==> src/design/complex_rpn_stack_alu_macros.svh <==
// Assertion macros for the complex RPN stack ALU.
// Used by the top level only; no dependencies.
`ifndef COMPLEX_RPN_STACK_ALU_MACROS_SVH
`define COMPLEX_RPN_STACK_ALU_MACROS_SVH
`define CRSA_ASSERT_IMPL(label, clk, rst_n, ante, cons) \
    label: assert property (@(posedge clk) disable iff (!rst_n) (ante) |-> (cons)) \
        else $error("%m: check failed");
`define CRSA_ASSERT_NEXT(label, clk, rst_n, ante, cons) \
    label: assert property (@(posedge clk) disable iff (!rst_n) (ante) |=> (cons)) \
        else $error("%m: check failed");
`endif

==> src/design/crsa_div.sv <==
// Restoring divider: floor(n * 2^16 / d), one quotient bit a cycle.
// No dependencies. Result capped at 2^32 when above 2^31.
`default_nettype none
module crsa_div (
    input  wire logic        i_clk,
    input  wire logic        i_rst_n,
    input  wire logic        i_start,
    input  wire logic [63:0] i_num,
    input  wire logic [63:0] i_den,
    output logic             o_done,
    output logic [32:0]      o_quo
);
    logic [63:0] r_rem;
    logic [79:0] r_num;
    logic [63:0] r_den;
    logic [32:0] r_q;
    logic        r_ovf;
    logic [6:0]  r_cnt;
    logic        r_busy;
    logic        r_done;
    logic [64:0] n_trial;
    logic [64:0] n_diff;

    always_comb begin
        n_trial = {r_rem, r_num[79]};
        n_diff  = n_trial - {1'b0, r_den};
    end

    always_ff @(posedge i_clk) begin
        if (!i_rst_n) begin
            r_busy <= 1'b0;
            r_done <= 1'b0;
        end else begin
            r_done <= 1'b0;
            if (i_start) begin
                r_busy <= 1'b1;
                r_rem  <= '0;
                r_num  <= {i_num, 16'd0};
                r_den  <= i_den;
                r_q    <= '0;
                r_ovf  <= 1'b0;
                r_cnt  <= 7'd79;
            end else if (r_busy) begin
                r_num <= {r_num[78:0], 1'b0};
                if (!n_diff[64]) r_rem <= n_diff[63:0];
                else r_rem <= n_trial[63:0];
                if (r_q[32] || r_ovf) r_ovf <= 1'b1;
                r_q <= {r_q[31:0], ~n_diff[64]};
                if (r_cnt == 7'd0) begin
                    r_busy <= 1'b0;
                    r_done <= 1'b1;
                end else begin
                    r_cnt <= r_cnt - 7'd1;
                end
            end
        end
    end

    assign o_done = r_done;
    assign o_quo  = (r_ovf || r_q > 33'h080000000) ? 33'h100000000 : r_q;
endmodule
`default_nettype wire

==> config.mk <==
export PLATFORM = sky130hd
export DESIGN_NAME = crsa_div
export DESIGN_NICKNAME = d
export VERILOG_FILES = /design/src/design/complex_rpn_stack_alu_macros.svh /design/src/design/crsa_div.sv
export SDC_FILE = /design/constraint.sdc
export NUM_CORES = 1
export LEC_CHECK = 0
export ABC_CLOCK_PERIOD_IN_PS = 4780
export BUFFER_PORTS_ARGS = -buffer_cell sky130_fd_sc_hd__clkbuf_2
export CAP_MARGIN = 20
export CORE_MARGIN = 4
export CORE_UTILIZATION = 40
export CTS_BUF_LIST = sky130_fd_sc_hd__clkbuf_4
export CTS_CLUSTER_SIZE = 8
export DETAILED_ROUTE_END_ITERATION = 7
export GPL_TIMING_DRIVEN = 0
export PLACE_DENSITY = 0.59
export SETUP_SLACK_MARGIN = 0.2
export SYNTH_ARGS = -nofsm -noshare
export SYNTH_HDL_FRONTEND = slang
export SYNTH_SLANG_ARGS = --single-unit
==> constraint.sdc <==
create_clock -name i_clk -period 4.78 [get_ports i_clk]
set_clock_uncertainty 0.05 [all_clocks]
set_input_delay 0.239 -clock i_clk [delete_from_list [all_inputs] [get_ports i_clk]]
set_output_delay 0.239 -clock i_clk [all_outputs]
set_load 0.005 [all_outputs]
* Yosys cells after proc, flatten, opt, wreduce, memory -nomap -nowiden
Cells that the tools add are included.
** Word-level totals
- Flip-flop bits (word level) :: 250
- Input port bits :: 131
- Output and inout port bits :: 34
- Logic and storage cells :: 40
** Cells by class
- Add/sub/neg operators :: 2
- Magnitude comparators :: 1
- Equality and inequality tests :: 1
- Multiplexer cells :: 14
- Bitwise gates (word level) :: 3
- Reduce and logical (&&, ||, !) cells :: 10
** Operator list (count)
- 80-bit two-way mux :: 2
- 64-bit two-way mux :: 2
- 33-bit two-way mux :: 2
- 65-bit by 64-bit subtractor with 65-bit output :: 1
- 33-bit by 32-bit greater-than comparator with 1-bit output (second input constant) :: 1
- 7-bit two-way mux :: 2
- 7-bit logical NOT :: 1
- 7-bit by 1-bit subtractor with 7-bit output (second input constant) :: 1
- 1-bit two-way mux :: 6
- 3-bit AND reduction :: 2
- 2-bit AND reduction :: 2
- 2-bit nonzero test :: 2
- 1-bit NOT :: 3
- 3-bit OR reduction :: 1
- 1-bit logical OR :: 2
- 2-bit != test (second input constant) :: 1

* Logic depth before layout (Yosys ltp)
- Word-level depth :: 4
- Gate-level depth with buffers :: 16
- Gate-level depth less buffers :: 13

* Worst setup path before layout
OpenSTA, ideal clock, no wires.
- Kind :: input to register
- Start :: input i_start
- End :: register r_cnt[0] (enable)
- Arrival time :: 4885 ps
- Path slack :: -480 ps
- Cell stages on the path :: 4
- Cell sequence :: clkbuf_1 clkbuf_1 o21a_1 o21a_1
** Between the ends
- Word-level cells in the longest chain between the ends :: 2
** RTL lines
- from (decl) :: line crsa_div.sv:7 : input wire logic i_start,
- 2-bit != test (no line) / 2-bit nonzero test (equally long branches)
- 3-bit AND reduction (no line) (*)
- to (signal assigned) :: line crsa_div.sv:53 : r_cnt <= r_cnt - 7'd1;
- to (decl) :: line crsa_div.sv:18 : logic [6:0] r_cnt;
Every way passes the cells marked *; elsewhere a longest branch is shown, timed or not.
A chain may end at the register's enable or synchronous reset.

* Final worst setup path
- Start :: register r_rem[10]
- End :: register r_rem[19], data pin
** Between the ends
- Word-level cells in the longest chain between the ends :: 3
** RTL lines
- from (decl) :: line crsa_div.sv:13 : logic [63:0] r_rem;
- from (signal assigned) :: line crsa_div.sv:45 : if (!n_diff[64]) r_rem <= n_diff[63:0];
- from (signal assigned) :: line crsa_div.sv:46 : else r_rem <= n_trial[63:0];
- 65-bit by 64-bit subtractor with 65-bit output :: line crsa_div.sv:26 : n_diff = n_trial - {1'b0, r_den};
- 64-bit two-way mux :: line crsa_div.sv:45
- 64-bit two-way mux :: line crsa_div.sv:43 : end else if (r_busy) begin
No other way between the ends. The select of a mux whose other input is x is not followed.

==> metrics.md <==
| Metric | Value |
|---|---|
| Arrival @ worst endpoint | 4740 ps |
| Fin crit period | roughly 4300 ps |
| FFs w/ async S/R, synth | 0% |
| Die height | 192 um |
| Die width | 192 um |
| Top Ports | 165 |
| Layout Cells excl Fill | 2067 |
| Final WL | 34200 um |
| Final cell utilization of the core | 51.2% |
| # port buffers | 163 |
| Die area | 0.0369 sq mm |
| Synthesized cell area | 0.0135 sq mm |
| Rows | 67 |
| Slew @ Worst Pin | 838 ps |
| Hold WC Path Type | input pin to flip-flop |
| Synth top area share | 51.7% |
| Yosys warns | 0 |
| Routability cong. | 0.894 |
| Fraction of layout cells with a size suffix above 1 | 21.9% |
| Skew-Pair Late Insertion Delay | 730 ps |
| CTS tree | yes |
| Crit path capture type | flip-flop |
| H-tree Lvls | 3 |
| GRT overflow | 0 |
| Vias in the first global route | roughly 11000 |
| Area Overhead vs Synth | 26.6% |
| Final setup viols | 0 |
| Yosys cell types | 62 |
| Final instance area | ~0.017 sq mm |
| Remaining antenna violation count | 0 |
| Clock root cell | clkbuf_4 |
| Drt pass-1 iters | 5 |
| Sequential area share after synthesis | between 50% and 60% |
| CP max FO | 10 |
| Max_cap viols | 0 |
| Cts bufs inserted | 71 |
| First-pass GRT wire length | 55100 um |
| Commonest cells after routing, fill and taps aside | 233 x edfxtp_1, 163 x clkbuf_2, 129 x dlygate4sd3_1 |
| Starting DRC count in detailed routing | 459 |
| Hold WS | ~140 ps |
| RSZ-0062 raised after global routing | no |
| Mapped Nets | 1409 |
| Power Dens Cells | 359 mW/mm^2 |
| Final Hold Violating Endpoints | 0 |
| Slew HR | 43.6% |
| Dpl hpwl | around 24000 um |
| Starting Density | 40.5% |
| Clock slew at reported path FFs | 70 ps |
| Vias | 10538 |
| Avg WL per Cell | 16.5 um |
| Most common cell after layout, fill and taps aside | edfxtp_1 |
| Placeable Area | between 0.03 and 0.04 sq mm |
| Dpl cell area | 0.0150 sq mm |
| Nets | 1778 |
| Fin crit share | between 90% and 100% |
| CTS max path bufs | 3 |
| Leak Pwr | 7.10 nW |
| #FFs+latches synth | ~240 |
| Max Slew Vio Count | 0 |
| Yosys top cell by area | edfxtp_1 |
| Startpoint Class | flip-flop |
| # DRC | 0 |
| Critical Path RT | a little over 5000 ps |
| Avg Inst Size Synth | roughly 11 sq um |
| Sink Count | around 240 |
| Most used DFF post-synth | edfxtp_1 |
| Synth Instances | approximately 1200 |
| Antenna violations before repair | 2 |
| Total global-route track usage | between 15 and 20% |
| Dominant cells by area after synthesis | edfxtp_1 52%, ha_1 6.1%, mux2_2 5.2%, mux2i_1 3.5%, a21oi_1 3.0% |
| Critical path class | flip-flop to flip-flop |
| Max VDD drop | 0.175 mV |
| Inst Count DP | 1826 |
| Status | complete, no violations |
| Fill cells | 3026 |
| FMAX | 0.231 GHz |
| Number of synthesized flops with an enable pin | between 200 and 250 |
| Fin Setup TNS | 0 ps |
| Vias per cell | 5.10 |
| Largest net degree at the start of global routing | 56 |
## through the flow
stage	worst slack (ps)	total power (W)
after floorplan	1070	0.00385
after global placement	-469	0.00425
after detailed placement	281	0.00427
after CTS	265	0.00625
after global routing	219	0.00658
final	448	0.00616
## routing by layer
| metal | part of all wire (%) | track usage [%] |
|---|---|---|
| met1 | 47 | 24.9 |
| met2 | 45 | 28.5 |
| met3 | 6.1 | 5.40 |
| met4 | 2.5 | 6.31 |
| met5 | 0 | 0 |
## worst paths after layout
check	slack [ps]	from	to	cells past startpoint
worst min-delay path	140	i_start	r_rem[41]$_SDFFCE_PP0P_	4
worst max register to register	450	r_rem[10]$_SDFFCE_PP0P_	r_rem[19]$_SDFFCE_PP0P_	14
worst max-delay path	450	r_rem[10]$_SDFFCE_PP0P_	r_rem[19]$_SDFFCE_PP0P_	14
worst min register to register	430	r_busy$_SDFF_PN0_	o_done$_SDFF_PP0_	2
## final cells by class
class                           count  area (sq um)  area share [%]
Inverter                           84           315            1.84
Multi-Input combinational cell    841          5980            34.9
Sequential cell                   235          7040            41.1
Tap cell                          448           561            3.27
Antenna cell                        2          5.00          0.0292
Timing Repair Buffer              296          2200            12.8
Clock inverter                     17           103           0.599
Buffer                             51           239            1.39
Clock buffer                       93           698            4.07
## report_power, final
| group | leakage (nW) | switching (W) | internal, W |
|---|---|---|---|
| clock | 0.468 | 0.000883 | 0.000948 |
| combinational | 4.38 | 0.000974 | 0.000776 |
| sequential | 2.25 | 0.0000792 | 0.00250 |
## synthesized netlist by cell type (30+ instances only)
master,instances
and2_1,41
xnor2_1,31
mux2_2,63
ha_1,66
clkbuf_1,42
o21ai_0,52
a21o_1,30
edfxtp_1,233
a21oi_1,82
nor2b_1,41
nor2_1,87
nand2_1,75
inv_1,83
mux2i_1,48
## state kept, by name, indices dropped and copies added (netlist names)
signal  count
r_num      64
r_q        33
r_ovf       1
r_den      64
r_cnt       7
r_rem      64
r_busy      1
o_done      1
## what timing repair did
item / in CTS / in global routing
endpoints found under the setup margin: 0 / 57
gates resized for setup: 0 / 3
hold endpoints to repair: 150 / 0
buffers inserted: 0 / 0
hold buffers: 129 / 0
## critical path, cell delays in order, from the launching register on
cell       delay, ps
edfxtp_1         390
ha_1             290
clkbuf_1         280
or4b_1           520
a211oi_2         230
o211ai_2         210
a2111oi_4        480
o2111ai_2        230
nand4b_1         150
or4b_1           430
clkbuf_1         160
buf_6            180
buf_6            170
mux2i_1          230
nor2_1            70
## kinds of logic after synthesis
logic type / after synthesis / share of synthesized area (%)
xor gates and xnor gates: 55 / 3.56
muxes: 112 / 8.90
DFF: 235 / 52.0
adders and majority gates: 67 / 6.25
and+or+nand+nor: 344 / 12.9
buffers and inverters: 135 / 4.09
AOI/OAI and AO/OA: 263 / 12.3
Power figures use the tool's default switching activity.
